==> config.mk <==
export PLATFORM = sky130hd
export DESIGN_NAME = pair_to_decimal_ascii_frame
export DESIGN_NICKNAME = d
export VERILOG_FILES = /design/src/sv/p2da_pkg.sv /design/src/sv/p2da_dec.sv /design/src/sv/pair_to_decimal_ascii_frame.sv
export SDC_FILE = /design/constraint.sdc
export NUM_CORES = 1
export LEC_CHECK = 0
export ABC_AREA = 1
export BUFFER_PORTS_ARGS = -buffer_cell sky130_fd_sc_hd__clkbuf_2
export CORE_ASPECT_RATIO = 0.9
export CORE_UTILIZATION = 35
export CTS_CLUSTER_DIAMETER = 200
export DETAILED_ROUTE_END_ITERATION = 12
export PLACE_DENSITY = 0.55
export SETUP_SLACK_MARGIN = 0.4
export SLEW_MARGIN = 20
export SYNTH_ARGS = -nofsm -noshare
export SYNTH_HDL_FRONTEND = slang
export SYNTH_SLANG_ARGS = --single-unit
==> constraint.sdc <==
create_clock -name clk_i -period 3.24 [get_ports clk_i]
set_clock_uncertainty 0.2 [all_clocks]
set_input_delay 0.162 -clock clk_i [delete_from_list [all_inputs] [get_ports clk_i]]
set_output_delay 0.162 -clock clk_i [all_outputs]
set_load 0.02 [all_outputs]
==> src/sv/p2da_pkg.sv <==
// shared constants and types for the decimal ascii frame block
package p2da_pkg;

  localparam int VAL_W      = 32;
  localparam int BYTE_W     = 7;
  localparam int FRAC_BITS  = 16;
  localparam int MAX_DIGITS = 8;
  // scaled magnitude never exceeds 32768000, which fits in 25 bits and 8 digits
  localparam int MAG_W      = 25;
  localparam int NDIG       = 8;
  localparam int BCD_W      = NDIG * 4;
  localparam int SH_W       = $clog2(MAG_W);
  localparam int CNT_W      = $clog2(NDIG + 1);

  localparam logic [BYTE_W-1:0] ASC_HEAD  = 7'h40;  // @
  localparam logic [BYTE_W-1:0] ASC_SEP   = 7'h2C;  // ,
  localparam logic [BYTE_W-1:0] ASC_TAIL  = 7'h21;  // !
  localparam logic [BYTE_W-1:0] ASC_MINUS = 7'h2D;  // -
  localparam logic [BYTE_W-1:0] ASC_ZERO  = 7'h30;  // 0

  function automatic logic [63:0] dec_limit();
    logic [63:0] acc;
    acc = 64'd1;
    for (int i = 0; i < MAX_DIGITS; i++) begin
      acc = acc * 64'd10;
    end
    return acc - 64'd1;
  endfunction

  localparam logic [63:0] DEC_LIMIT = dec_limit();

  typedef struct packed {
    logic             done;
    logic             neg;
    logic [BCD_W-1:0] digits;
  } p2da_dec_t;

endpackage

==> src/sv/p2da_dec.sv <==
// scales one q16.16 value by 1000 and converts the magnitude to bcd one bit per cycle
module p2da_dec import p2da_pkg::*; (
  input  logic             clk_i,
  input  logic             rst_ni,
  input  logic             start_i,
  input  logic [VAL_W-1:0] value_i,
  output p2da_dec_t        res_o
);

  typedef enum logic [1:0] {C_IDLE, C_SAT, C_SHIFT} cstate_e;

  cstate_e          state_q;
  logic [MAG_W-1:0] mag_q;
  logic [BCD_W-1:0] bcd_q;
  logic             neg_q;
  logic [SH_W-1:0]  cnt_q;

  logic [VAL_W:0]   abs_w;
  logic [42:0]      prod_w;
  logic [MAG_W-1:0] scaled_w;
  logic             over_w;
  logic [BCD_W-1:0] adj_w;

  // magnitude in 33 bits so the most negative input stays exact
  assign abs_w  = value_i[VAL_W-1] ? ((VAL_W+1)'(0) - {1'b1, value_i}) : {1'b0, value_i};
  // x1000 = x1024 - x16 - x8
  assign prod_w = {abs_w, 10'b0} - {6'b0, abs_w, 4'b0} - {7'b0, abs_w, 3'b0};
  assign scaled_w = prod_w[FRAC_BITS +: MAG_W];
  assign over_w   = 64'(mag_q) > DEC_LIMIT;

  // double dabble: add 3 to every digit of 5 or more before the shift
  always_comb begin
    for (int i = 0; i < NDIG; i++) begin
      adj_w[i*4 +: 4] = (bcd_q[i*4 +: 4] >= 4'd5) ? (bcd_q[i*4 +: 4] + 4'd3)
                                                   : bcd_q[i*4 +: 4];
    end
  end

  always_ff @(posedge clk_i or negedge rst_ni) begin
    if (!rst_ni) begin
      state_q <= C_IDLE;
      mag_q   <= '0;
      bcd_q   <= '0;
      neg_q   <= 1'b0;
      cnt_q   <= '0;
    end else begin
      unique case (state_q)
        C_IDLE: begin
          if (start_i) begin
            mag_q   <= scaled_w;
            neg_q   <= value_i[VAL_W-1];
            state_q <= C_SAT;
          end
        end
        C_SAT: begin
          if (over_w) begin
            mag_q <= DEC_LIMIT[MAG_W-1:0];
          end
          bcd_q   <= '0;
          cnt_q   <= SH_W'(MAG_W - 1);
          state_q <= C_SHIFT;
        end
        C_SHIFT: begin
          bcd_q <= {adj_w[BCD_W-2:0], mag_q[MAG_W-1]};
          mag_q <= {mag_q[MAG_W-2:0], 1'b0};
          if (cnt_q == '0) begin
            state_q <= C_IDLE;
          end else begin
            cnt_q <= cnt_q - SH_W'(1);
          end
        end
        default: state_q <= C_IDLE;
      endcase
    end
  end

  assign res_o.done   = (state_q == C_IDLE);
  assign res_o.neg    = neg_q;
  assign res_o.digits = bcd_q;

endmodule

==> src/sv/pair_to_decimal_ascii_frame.sv <==
// top level: turns a pair of q16.16 values into the ascii frame @a,b!
//
// Input channel: in_valid_i / in_stall_o carry first_value_i and second_value_i,
// both signed q16.16. Each value is scaled by 1000 and truncated toward zero.
// Output channel: out_valid_o / out_stall_i carry one ascii byte per word
// (out_byte_o) and last_o, which is high on the closing '!'.
// A frame is '@', first number, ',', second number, '!': 5 to 21 words.
// Numbers have no leading zeros, a '-' when negative and not scaled to zero, and zero is "0".
// Two converters work side by side, one binary bit per cycle; '@' goes out
// while they run, and the digits of each number are taken once its converter
// is done. A nonzero number then drops its leading zero digits before its
// first digit goes out.
// One item is in flight at a time: in_stall_o stays high from acceptance
// until the '!' has been loaded into the output register.
// A stall on the output holds the current word; the frame resumes after it.
// Reset clears the sequencer and the output valid; no word is pending.
module pair_to_decimal_ascii_frame import p2da_pkg::*; (
  input  logic              clk_i,
  input  logic              rst_ni,
  input  logic              in_valid_i,
  output logic              in_stall_o,
  input  logic [VAL_W-1:0]  first_value_i,
  input  logic [VAL_W-1:0]  second_value_i,
  output logic              out_valid_o,
  input  logic              out_stall_i,
  output logic [BYTE_W-1:0] out_byte_o,
  output logic              last_o
);

  typedef enum logic [3:0] {
    S_IDLE, S_HEAD, S_LOAD, S_ZERO, S_SIGN, S_SKIP, S_DIG, S_SEP, S_TAIL
  } state_e;

  state_e            state_q;
  logic              sel_q;
  logic [BCD_W-1:0]  num_q;
  logic [CNT_W-1:0]  cnt_q;
  logic              out_valid_q;
  logic [BYTE_W-1:0] out_byte_q;
  logic              last_q;

  logic      accept_w;
  logic      can_emit_w;
  logic      emit_w;
  p2da_dec_t dec1_w;
  p2da_dec_t dec2_w;
  p2da_dec_t cur_w;
  logic [3:0] top_w;

  assign in_stall_o = (state_q != S_IDLE);
  assign accept_w   = in_valid_i && !in_stall_o;
  assign can_emit_w = !out_valid_q || !out_stall_i;
  assign cur_w      = sel_q ? dec2_w : dec1_w;
  assign top_w      = num_q[BCD_W-1 -: 4];
  // states that load a word into the output register
  assign emit_w     = (state_q == S_HEAD) || (state_q == S_ZERO) || (state_q == S_SIGN) ||
                      (state_q == S_DIG)  || (state_q == S_SEP)  || (state_q == S_TAIL);

  p2da_dec u_dec1 (
    .clk_i   (clk_i),
    .rst_ni  (rst_ni),
    .start_i (accept_w),
    .value_i (first_value_i),
    .res_o   (dec1_w)
  );

  p2da_dec u_dec2 (
    .clk_i   (clk_i),
    .rst_ni  (rst_ni),
    .start_i (accept_w),
    .value_i (second_value_i),
    .res_o   (dec2_w)
  );

  always_ff @(posedge clk_i or negedge rst_ni) begin
    if (!rst_ni) begin
      state_q     <= S_IDLE;
      sel_q       <= 1'b0;
      num_q       <= '0;
      cnt_q       <= '0;
      out_valid_q <= 1'b0;
      out_byte_q  <= '0;
      last_q      <= 1'b0;
    end else begin
      if (can_emit_w) begin
        out_valid_q <= emit_w;
      end
      unique case (state_q)
        S_IDLE: begin
          if (accept_w) begin
            sel_q   <= 1'b0;
            state_q <= S_HEAD;
          end
        end
        S_HEAD: begin
          if (can_emit_w) begin
            out_byte_q  <= ASC_HEAD;
            last_q      <= 1'b0;
            state_q     <= S_LOAD;
          end
        end
        S_LOAD: begin
          if (cur_w.done) begin
            num_q <= cur_w.digits;
            cnt_q <= CNT_W'(NDIG);
            priority if (cur_w.digits == '0) begin
              state_q <= S_ZERO;
            end else if (cur_w.neg) begin
              state_q <= S_SIGN;
            end else begin
              state_q <= S_SKIP;
            end
          end
        end
        S_ZERO: begin
          if (can_emit_w) begin
            out_byte_q  <= ASC_ZERO;
            last_q      <= 1'b0;
            state_q     <= sel_q ? S_TAIL : S_SEP;
          end
        end
        S_SIGN: begin
          if (can_emit_w) begin
            out_byte_q  <= ASC_MINUS;
            last_q      <= 1'b0;
            state_q     <= S_SKIP;
          end
        end
        S_SKIP: begin
          // drop leading zero digits; the number is nonzero so this ends
          if (top_w == 4'd0) begin
            num_q <= {num_q[BCD_W-5:0], 4'd0};
            cnt_q <= cnt_q - CNT_W'(1);
          end else begin
            state_q <= S_DIG;
          end
        end
        S_DIG: begin
          if (can_emit_w) begin
            out_byte_q  <= ASC_ZERO + BYTE_W'(top_w);
            last_q      <= 1'b0;
            num_q       <= {num_q[BCD_W-5:0], 4'd0};
            cnt_q       <= cnt_q - CNT_W'(1);
            if (cnt_q == CNT_W'(1)) begin
              state_q <= sel_q ? S_TAIL : S_SEP;
            end
          end
        end
        S_SEP: begin
          if (can_emit_w) begin
            out_byte_q  <= ASC_SEP;
            last_q      <= 1'b0;
            sel_q       <= 1'b1;
            state_q     <= S_LOAD;
          end
        end
        S_TAIL: begin
          if (can_emit_w) begin
            out_byte_q  <= ASC_TAIL;
            last_q      <= 1'b1;
            state_q     <= S_IDLE;
          end
        end
        default: state_q <= S_IDLE;
      endcase
    end
  end

  assign out_valid_o = out_valid_q;
  assign out_byte_o  = out_byte_q;
  assign last_o      = last_q;

endmodule

==> results.json, run 1 <==
{
  "drv_slew": 0,
  "wl_met3_microns": 1558,
  "wl_met2_microns": 24680,
  "synth-edff-count": 0,
  "r2r_start": "sel_q$_DFFE_PN0P_",
  "htree_levels": 4,
  "synth_top_area_share_pct": 25.90,
  "critical_path.max_stage_delay_ns": 0.49,
  "rsz0062_at_grt": "true",
  "start_kind": "input pin",
  "cts_tree": "built",
  "cap_violations": 0,
  "io_buffers": 77,
  "cp.required_ns": 3.38,
  "cp_top_family": "simple AND/OR/NAND/NOR gates",
  "yosysUniqueCellTypes": 62,
  "finalSetupViolCount": 38,
  "synthAdderAreaFrac_pct": 15.22,
  "highest_layer": "met4",
  "fin_nets": 3318,
  "fillers": 4674,
  "area_growth_pct": 47.90,
  "synth_area_leader_cell": "dfrtp_1",
  "wl_met1_microns": 25860,
  "cts_buffers": 17,
  "worst_pin_slew_ns": 0.8620,
  "power_density_nw_per_um2": 682.4,
  "synth_xor_area_share_pct": 4.676,
  "yosysWarningCount": 0,
  "synth_top_family_by_area": "simple AND/OR/NAND/NOR gates",
  "rows": 77,
  "gp_congestion": 0.9062,
  "period_needed_ns": 3.603,
  "die_h_microns": 213.5,
  "p_leak_nw": 12.26,
  "core-area_sq_um": 49130,
  "crit_start": "second_value_i[0]",
  "hold_viol": 0,
  "die-width_microns": 237.0,
  "drt-pass1-iter-count": 5,
  "arrival_ns": 3.74,
  "fin_tns_setup_ns": -8.153,
  "dpl-instance-area_sq_um": 22560,
  "path_class": "in2reg",
  "avgViaCountPerCell": 4.910,
  "hold_class": "in2async",
  "synth-compound-area-share_pct": 18.26,
  "drt_iter0_markers": 843,
  "antenna_left": 0,
  "crit_top_cell": "nor2_4",
  "ys_async_sr_fraction_pct": 100.0,
  "antenna_found_initial": 0,
  "cp_slowest_cell": "fa_1",
  "grt_use_total_pct": 20.66,
  "final.setup.worst_slack_ns": -0.3631,
  "grt_pass1_wl_microns": 87050,
  "fin_util_pct": 52.36,
  "clock-sinks": 180,
  "wire_per_inst_microns": 14.17,
  "postLayoutCellArea_sq_um": 25720,
  "peakVddDrop_v": 0.0003372,
  "synth_area_sq_um": 17390,
  "clk_pin_slew_ns": 0.09,
  "totalWireLength_microns": 52580,
  "grt_max_degree": 59,
  "clk-insertion-delay-late_ns": 0.43,
  "period_share_pct": 111.2,
  "whs_ns": 0.05700,
  "critical_path.n_buffers_inverters": 4,
  "endpoint_kind": "flop",
  "synth_flop_cell": "dfrtp_1",
  "cts-root-buf": "clkbuf_16",
  "start_util_pct": 35.40,
  "fmax_ghz": 0.2775,
  "slew_headroom_pct": 42.47,
  "grt_pass1_vias": 18070,
  "drive_gt1_share_pct": 36.18,
  "crit_path_max_fanout": 4,
  "status": "finished with violations",
  "final_cell_mix": "nand2_1 (477), buf_4 (429), inv_1 (357)",
  "synthCells": 2544,
  "dieArea_sq_um": 50590,
  "synthTopCellsByArea": "dfrtp_1 (26%), nand2_1 (12%), ha_1 (9.9%)",
  "synth.yosys.seq_area_share_pct": 25.90,
  "remaining_drc_errors": 0,
  "ys_ff_latch": 180,
  "clk_path_buf_depth": 2,
  "dp_hpwl_microns": 40620,
  "final_common_cell": "nand2_1",
  "via_count": 18220,
  "synth_simple_gate_area_share_pct": 25.16,
  "pin_count": 78,
  "avgSynthCellArea_sq_um": 6.837,
  "synthMuxAreaShare_pct": 0.06474,
  "reg2reg_slack_ns": 0.59,
  "gr-total-overflow": 0,
  "violations": "setup timing",
  "n_antenna_cell": 0
}
layout make-up:
cell class              count  area, sq um  area share, %
clock buffers              17        425.4          1.654
clock inverters            15        183.9         0.7150
inverters                 422         1623          6.308
multi-input cells        1887        13900          54.05
flip-flops and latches    180         4508          17.52
well taps                 632        790.8          3.074
repair buffers            558         4290          16.68
routing by layer:
metal  vias to the layer above  GRT usage, %
met3                        30         1.944
met4                         0         3.090
met2                       276         35.45
met5                         -             0
li1                       9270             -
met1                      8644         28.75
logic make-up after synthesis:
logic type	after synthesis
simple gates	1044
compound gates	562
buf+inv	479
fa+ha+maj	184
flops	180
xor+xnor	92
other cells	2
mux	1
synthesized netlist by cell type (all sizes together) (2+ instances only):
master and n:
nand2 579, inv 422, nor2 294, o21ai 284, dfrtp 180, ha 138, a21oi 126, nand3 92
xor2 79, fa 46, o22ai 40, a31oi 32, clkbuf 31, nand4 31, buf 26, nor3 20
o32ai 15, o211ai 14, xnor2 13, a21o 10, nor4 9, or2 9, o21a 8, o2bb2ai 8
o21bai 7, o31ai 6, a21boi 5, and3 4, a22o 2, conb 2, o221ai 2, or3b 2
sequential cells by signal (all words and copies together), names as in the netlist:
register        cells
u_dec2.state_q      2
u_dec1.state_q      2
u_dec1.bcd_q       32
last_o              1
u_dec2.bcd_q       32
cnt_q               4
num_q              32
u_dec1.neg_q        1
u_dec2.neg_q        1
sel_q               1
u_dec1.cnt_q        5
u_dec1.mag_q       25
u_dec2.cnt_q        5
out_byte_o          7
u_dec2.mag_q       25
out_valid_o         1
state_q             4
worst paths after layout:
check	endpoint	depth (start not counted)
min in group clk_i	u_dec2.mag_q[24]$_DFFE_PN0P_	7
max reg2reg	state_q[1]$_DFFE_PN0P_	9
max in group asynchronous	u_dec1.mag_q[7]$_DFFE_PN0P_	3
max	u_dec2.mag_q[22]$_DFFE_PN0P_	27
min	u_dec2.cnt_q[3]$_DFFE_PN0P_	2
min reg2reg	u_dec2.mag_q[14]$_DFFE_PN0P_	2
what timing repair did:
item,4_1_cts,5_1_grt
hold buffers,3,0
gates resized for setup,264,229
endpoints found under the setup margin,51,51
endpoints found under the hold margin,115,0
buffers inserted,29,36
pin swaps,159,182
per-stage QoR:
stage | setup WS, ns | total power, mW | std cells
global placement | -0.9564 | 13.13 | 3611
CTS | -0.2405 | 16.49 | 3675
detailed placement | -0.9775 | 13.24 | 3611
floorplan | -0.5219 | 9.731 | 2546
finish | -0.3631 | 17.55 | 3711
global route | -0.5937 | 19.00 | 3711
power breakdown:
group | leakage [nW] | internal, mW | switching, mW
Sequential | 2.34 | 2.92 | 0.398
Clock | 0.296 | 1.12 | 1.04
Combinational | 9.63 | 5.28 | 6.80
Power figures use the tool's default switching activity.
==> run 2: changes to the inputs <==
BUFFER_PORTS_ARGS = -buffer_cell sky130_fd_sc_hd__buf_2   (was -buffer_cell sky130_fd_sc_hd__clkbuf_2)
GPL_TIMING_DRIVEN = 0   (was unset)
==> run 2 against run 1 <==
  * The run still ends with setup timing left
  * Wire length down 0.24%
  * Global-route usage up 0.17 points
  * Utilization down 4.4 points
  * First-iteration DRC count up 28%
  * Power down 6.2%
  * Cell area down 8.4%
  * Combinational power down 7%
  * Clock-buffer cell count up 1
  * Worst hold slack worse by 0.017 ns
  * Largest power group unchanged
==> results.json, run 2 (same netlist as run 1, synthesis figures left out) <==
{
  "wire_per_inst_microns": 15.31,
  "rows": 77,
  "n_antenna_cell": 0,
  "die-width_microns": 237.0,
  "start_kind": "input pin",
  "fin_nets": 3033,
  "final_cell_mix": "nand2_1 (472), inv_1 (358), nor2_1 (223)",
  "clk_pin_slew_ns": 0.08,
  "worst_pin_slew_ns": 0.8851,
  "via_count": 17324,
  "pin_count": 78,
  "arrival_ns": 3.79,
  "dpl-instance-area_sq_um": 19760,
  "post-place-ws_ns": -1.403,
  "fillers": 4831,
  "hold_viol": 0,
  "period_needed_ns": 3.683,
  "totalWireLength_microns": 52460,
  "grt_use_met2_pct": 35.17,
  "path_class": "in2reg",
  "p_leak_nw": 10.77,
  "clock-sinks": 180,
  "dieArea_sq_um": 50590,
  "rsz0062_at_grt": "true",
  "grt_use_total_pct": 20.83,
  "postLayoutCellArea_sq_um": 23580,
  "use_met3_pct": 1.648,
  "avgViaCountPerCell": 5.057,
  "cp.required_ns": 3.35,
  "reg.largest.list": "num_q x32, u_dec1.bcd_q x32, u_dec2.bcd_q x32",
  "min-delay-start": "second_value_i[31]",
  "antenna_left": 0,
  "core-area_sq_um": 49130,
  "crit_start": "first_value_i[0]",
  "slew_headroom_pct": 40.37,
  "crit_top_cell": "o21ai_1",
  "met1_usage_pct": 29.60,
  "peakVddDrop_v": 0.0003114,
  "grt_max_degree": 94,
  "grt_pass1_wl_microns": 86520,
  "hold_class": "in2reg",
  "r2r_start": "sel_q$_DFFE_PN0P_",
  "antenna_found_initial": 1,
  "crit_path_max_fanout": 5,
  "cp_top_family": "compound AO/OA/AOI/OAI gates",
  "clk-insertion-delay-late_ns": 0.44,
  "cts_buffers": 17,
  "final.setup.worst_slack_ns": -0.4429,
  "area_growth_pct": 35.55,
  "drive_gt1_share_pct": 29.10,
  "critical_path.max_stage_delay_ns": 0.56,
  "final_common_cell": "nand2_1",
  "cts_tree": "built",
  "cp_slowest_cell": "fa_1",
  "cts-root-buf": "clkbuf_16",
  "gp_congestion": 0.9071,
  "clk_path_buf_depth": 2,
  "drt_iter0_markers": 1076,
  "remaining_drc_errors": 0,
  "r2r_cells": 10,
  "period_share_pct": 113.7,
  "violations": "setup timing",
  "worstHoldEndpoint": "u_dec2.neg_q$_DFFE_PN0P_",
  "finalPower_mw": 16.46,
  "start_util_pct": 35.40,
  "htree_levels": 4,
  "r2r_end": "state_q[1]$_DFFE_PN0P_",
  "io_buffers": 76,
  "fin_util_pct": 47.98,
  "finalSetupViolCount": 43,
  "fmax_ghz": 0.2715,
  "gr-total-overflow": 0,
  "endpoint_kind": "flop",
  "busiest_layer": "met2",
  "crit_chain": "buf_12 -> clkinvlp_4 -> ha_4 -> nand3_4 -> nor2_4 -> nand2_2 -> nor2_4 -> nand3_4 -> buf_6 -> o31ai_4 -> nand2_2 -> xor2_2 -> buf_4 -> fa_1 -> ha_4 -> a21oi_2 -> inv_2 -> a31oi_2 -> o21ai_1 -> a21oi_2 -> nand3_2 -> xnor2_2 -> o21ai_1 -> o21ai_1",
  "status": "finished with violations",
  "drv_slew": 0,
  "critical_path.n_buffers_inverters": 5,
  "reg2reg_slack_ns": 0.63,
  "holdPathStages": 3,
  "power_density_nw_per_um2": 698.2,
  "die_h_microns": 213.5,
  "grt_pass1_vias": 17065,
  "cap_violations": 0,
  "drt-pass1-iter-count": 5,
  "dp_hpwl_microns": 40000,
  "fin_tns_setup_ns": -10.92
}
run 2: per-layer routing:
metal / share of wire [%] / up-vias / wire (microns)
met1: 49 / 8263 / 25840
met3: 3.2 / 37 / 1692
met2: 47 / 310 / 24410
met5: 0 / - / 0
li1: - / 8714 / -
met4: 0.98 / 0 / 512
run 2: per-stage QoR:
step | std cells | hold WS [ns]
6_report | 3426 | 0.04037
5_1_grt | 3426 | 0.05247
4_1_cts | 3367 | 0.02127
3_5_place_dp | 3255 | 0.04527
3_3_place_gp | 3254 | 0.2582
2_1_floorplan | 2546 | -0.3336
run 2: power by group:
group          internal [mW]  total, mW  leakage, nW  switching [mW]
clock                   1.04       2.03        0.277           0.993
combinational           4.37       11.2         8.15            6.78
sequential              2.92       3.27         2.34           0.356
run 2: layout make-up:
cell class / count / area [sq um] / area share (%)
clock inverters: 14 / 135.1 / 0.5732
flip-flops and latches: 180 / 4504 / 19.11
well taps: 632 / 790.8 / 3.354
clock buffers: 18 / 439.2 / 1.863
inverters: 422 / 1623 / 6.883
multi-input cells: 1887 / 14110 / 59.86
repair buffers: 216 / 1644 / 6.973
plain buffers: 57 / 327.8 / 1.390
run 2: worst min-delay path: stages:
cell     delay, ns
buf_12        0.12
inv_2         0.16
o21ai_0       0.19
run 2: worst max path at each step:
stage | endpoint | slack (ns) | cells after the start
6_report | u_dec1.mag_q[21]$_DFFE_PN0P_ | -0.44 | 24
5_1_grt | u_dec1.mag_q[23]$_DFFE_PN0P_ | -0.66 | 27
2_1_floorplan | u_dec1.mag_q[19]$_DFFE_PN0P_ | -0.52 | 26
3_3_place_gp | u_dec2.mag_q[24]$_DFFE_PN0P_ | -1.37 | 27
4_1_cts | u_dec2.mag_q[24]$_DFFE_PN0P_ | -0.44 | 28
3_5_place_dp | u_dec2.mag_q[24]$_DFFE_PN0P_ | -1.40 | 27
run 2: repair_timing:
action	4_1_cts	5_1_grt
hold endpoints to repair	96	0
resized for setup	290	234
hold buffers	3	0
setup buffers	77	59
cloned	0	0
pin swaps	172	154
endpoints found under the setup margin	50	59
==> run 3: changes to the inputs <==
--- a/config.mk
+++ b/config.mk
@@ -6,5 +6,4 @@
 export NUM_CORES = 1
 export LEC_CHECK = 0
-export ABC_AREA = 1
 export BUFFER_PORTS_ARGS = -buffer_cell sky130_fd_sc_hd__buf_2
 export CORE_ASPECT_RATIO = 0.9
--- a/constraint.sdc
+++ b/constraint.sdc
@@ -3,3 +3,3 @@
 set_input_delay 0.162 -clock clk_i [delete_from_list [all_inputs] [get_ports clk_i]]
 set_output_delay 0.162 -clock clk_i [all_outputs]
-set_load 0.02 [all_outputs]
+set_load 0.01 [all_outputs]
==> run 3 against run 2 <==
  * The run still ends with setup timing left
  * Cell area down 8.5%
  * Worst hold slack worse by 0.0080 ns
  * Largest power group unchanged
  * Non-clock buffer count up 20
  * Flip-flop and latch count unchanged
  * Utilization down 0.94 points
  * Critical path depth down 2
  * Global-route usage down 0.80 points
  * Highest routed layer unchanged
==> results.json, run 3 <==
{
  "reg.largest.list": "num_q x32, u_dec1.bcd_q x32, u_dec2.bcd_q x32",
  "yosysWarningCount": 0,
  "gp_congestion": 0.8521,
  "synth_top_family_by_area": "compound AO/OA/AOI/OAI gates",
  "hold_class": "in2async",
  "violations": "setup timing",
  "totalWireLength_microns": 48440,
  "htree_levels": 4,
  "drive_gt1_share_pct": 26.27,
  "highest_layer": "met4",
  "synthMuxAreaShare_pct": 2.603,
  "synthAdderAreaFrac_pct": 16.27,
  "remaining_drc_errors": 0,
  "core-area_sq_um": 45830,
  "clock-sinks": 180,
  "synthTopCellsByArea": "dfrtp_1 (27%), ha_1 (11%), a21oi_1 (5.9%)",
  "final.setup.worst_slack_ns": -1.623,
  "cts-root-buf": "clkbuf_16",
  "final_common_cell": "dfrtp_1",
  "crit_chain": "buf_6 -> or4_4 -> or4_4 -> buf_6 -> buf_6 -> o41a_1 -> xnor2_2 -> buf_4 -> fa_1 -> ha_4 -> a21oi_4 -> buf_4 -> o21ai_4 -> nand2b_4 -> a41o_1 -> o41ai_2 -> buf_4 -> o21ai_2 -> a311oi_2 -> o21a_1 -> mux2i_1 -> nor2_1",
  "final_cell_mix": "dfrtp_1 (180), nand2_1 (159), inv_1 (152)",
  "wl_met1_microns": 23420,
  "via_count": 15463,
  "wire_per_inst_microns": 17.18,
  "cts_tree": "built",
  "worst_pin_slew_ns": 0.7758,
  "cp_slowest_cell": "or4_4",
  "hold_viol": 0,
  "area_growth_pct": 31.53,
  "pin_count": 78,
  "synth_commonest_cells": "a21oi_1 (194), dfrtp_1 (180), nand2_1 (174)",
  "fillers": 4390,
  "finalPower_mw": 15.97,
  "synth-edff-count": 0,
  "synth_area_sq_um": 16390,
  "start_util_pct": 35.77,
  "grt_max_degree": 69,
  "synth_top_area_share_pct": 27.48,
  "avgSynthCellArea_sq_um": 8.284,
  "postLayoutCellArea_sq_um": 21560,
  "path_class": "in2reg",
  "drv_slew": 0,
  "r2r_start": "state_q[0]$_DFFE_PN0P_",
  "ys_async_sr_fraction_pct": 100.0,
  "clk_pin_slew_ns": 0.07,
  "post-place-ws_ns": -2.604,
  "fmax_ghz": 0.2056,
  "die_h_microns": 207.3,
  "synth_simple_gate_area_share_pct": 15.21,
  "cap_violations": 0,
  "cp.required_ns": 3.37,
  "yosysUniqueCellTypes": 77,
  "synth_most_common_cell": "a21oi_1",
  "period_needed_ns": 4.863,
  "wl_met2_microns": 22820,
  "grt_use_total_pct": 20.03,
  "fin_util_pct": 47.05,
  "period_share_pct": 150.1,
  "synth_flop_cell": "dfrtp_1",
  "wl_met3_microns": 1688,
  "drt_iter0_markers": 1135,
  "die-width_microns": 230.1,
  "synth_xor_area_share_pct": 7.953,
  "slew_headroom_pct": 47.60,
  "grt_pass1_wl_microns": 78910,
  "antenna_left": 0,
  "p_leak_nw": 9.382,
  "dpl-instance-area_sq_um": 18260,
  "cts_buffers": 17,
  "avgViaCountPerCell": 5.483,
  "r2r_cells": 10,
  "synth_area_leader_cell": "dfrtp_1",
  "rows": 74,
  "fin_tns_setup_ns": -51.36,
  "finalSetupViolCount": 50,
  "dp_hpwl_microns": 35840,
  "drt-pass1-iter-count": 5,
  "reg2reg_slack_ns": -0.18,
  "synth-compound-area-share_pct": 24.68,
  "place_inst": 2665,
  "synthCells": 1979,
  "fin_nets": 2452,
  "grt_pass1_vias": 15466,
  "rsz0062_at_grt": "true",
  "fin_cells": 2820,
  "power_density_nw_per_um2": 740.7,
  "critical_path.max_stage_delay_ns": 0.60,
  "dieArea_sq_um": 47710,
  "r2r_end": "u_dec2.mag_q[16]$_DFFE_PN0P_",
  "endpoint_kind": "flop",
  "clk_path_buf_depth": 2,
  "start_kind": "input pin",
  "io_buffers": 74,
  "crit_path_max_fanout": 4,
  "clk-insertion-delay-late_ns": 0.46,
  "n_antenna_cell": 0,
  "gr-total-overflow": 0,
  "arrival_ns": 5.00,
  "synth.yosys.seq_area_share_pct": 27.48,
  "whs_ns": 0.03238,
  "ys_ff_latch": 180,
  "peakVddDrop_v": 0.0003663,
  "status": "finished with violations",
  "antenna_found_initial": 0
}
==> run 3: cell types whose count changed in the layout (fill, tap and decap cells not counted), sizes merged, moves of 49 or more <==
| cell | delta |
|---|---|
| o21ai | -121 |
| a21oi | +68 |
| nand2 | -404 |
| nand3 | -61 |
| nor2 | -143 |
| clkbuf | +50 |
| inv | -271 |
| xnor2 | +49 |
==> run 3: logic make-up after synthesis <==
logic type / count (synthesis)
AO/OA/AOI/OAI: 643
AND/OR/NAND/NOR: 530
multiplexers: 42
flip-flops: 180
other: 2
buffers and inverters: 251
XOR/XNOR: 145
adder cells (fa/ha/maj): 186
==> run 3: worst max-delay path, delay by kind of cell <==
kind	cells	cell delay, ns
compound gates	8	1.50
fa+ha+maj	2	0.79
buf+inv	6	0.85
simple gates	4	1.32
mux	1	0.22
xor+xnor	1	0.16
==> run 3: cell type report <==
cell class / instances / area (sq um) / share of cell area [%]
buffer: 93 / 540.5 / 2.507
clock buffer: 19 / 442.9 / 2.054
clock inverter: 12 / 157.7 / 0.7312
inverter: 158 / 599.3 / 2.780
multi-input combinational: 1550 / 13030 / 60.45
sequential: 180 / 4504 / 20.89
tap: 608 / 760.7 / 3.528
timing repair buffer: 200 / 1523 / 7.062
==> run 3: layer usage <==
metal,vias up,GRT usage (%)
met1,7634,28.33
met2,313,32.71
li1,7474,-
met5,-,0
met3,42,2.596
met4,0,3.859
==> run 3: how the worst max path moves through the flow <==
stage	to	from	slack, ns	depth (start not counted)
4_1_cts	u_dec1.mag_q[24]$_DFFE_PN0P_	first_value_i[11]	-1.58	19
2_1_floorplan	u_dec1.mag_q[22]$_DFFE_PN0P_	first_value_i[2]	-1.69	19
5_1_grt	u_dec1.mag_q[22]$_DFFE_PN0P_	first_value_i[11]	-1.75	19
6_report	u_dec1.mag_q[24]$_DFFE_PN0P_	first_value_i[11]	-1.62	22
3_3_place_gp	u_dec2.mag_q[23]$_DFFE_PN0P_	second_value_i[0]	-2.54	21
3_5_place_dp	u_dec2.mag_q[23]$_DFFE_PN0P_	second_value_i[0]	-2.60	22
==> run 3: what timing repair did <==
action | 4_1_cts | 5_1_grt
hold buffers | 2 | 0
buffers inserted | 92 | 30
resized for setup | 256 | 157
pin swaps | 136 | 123
endpoints found under the hold margin | 129 | 0
endpoints found under the setup margin | 86 | 84
==> run 3: power by group <==
part	internal, mW	switching, mW	total (mW)
Clock	1.23	0.947	2.18
Combinational	4.46	6.27	10.7
Sequential	2.75	0.317	3.07
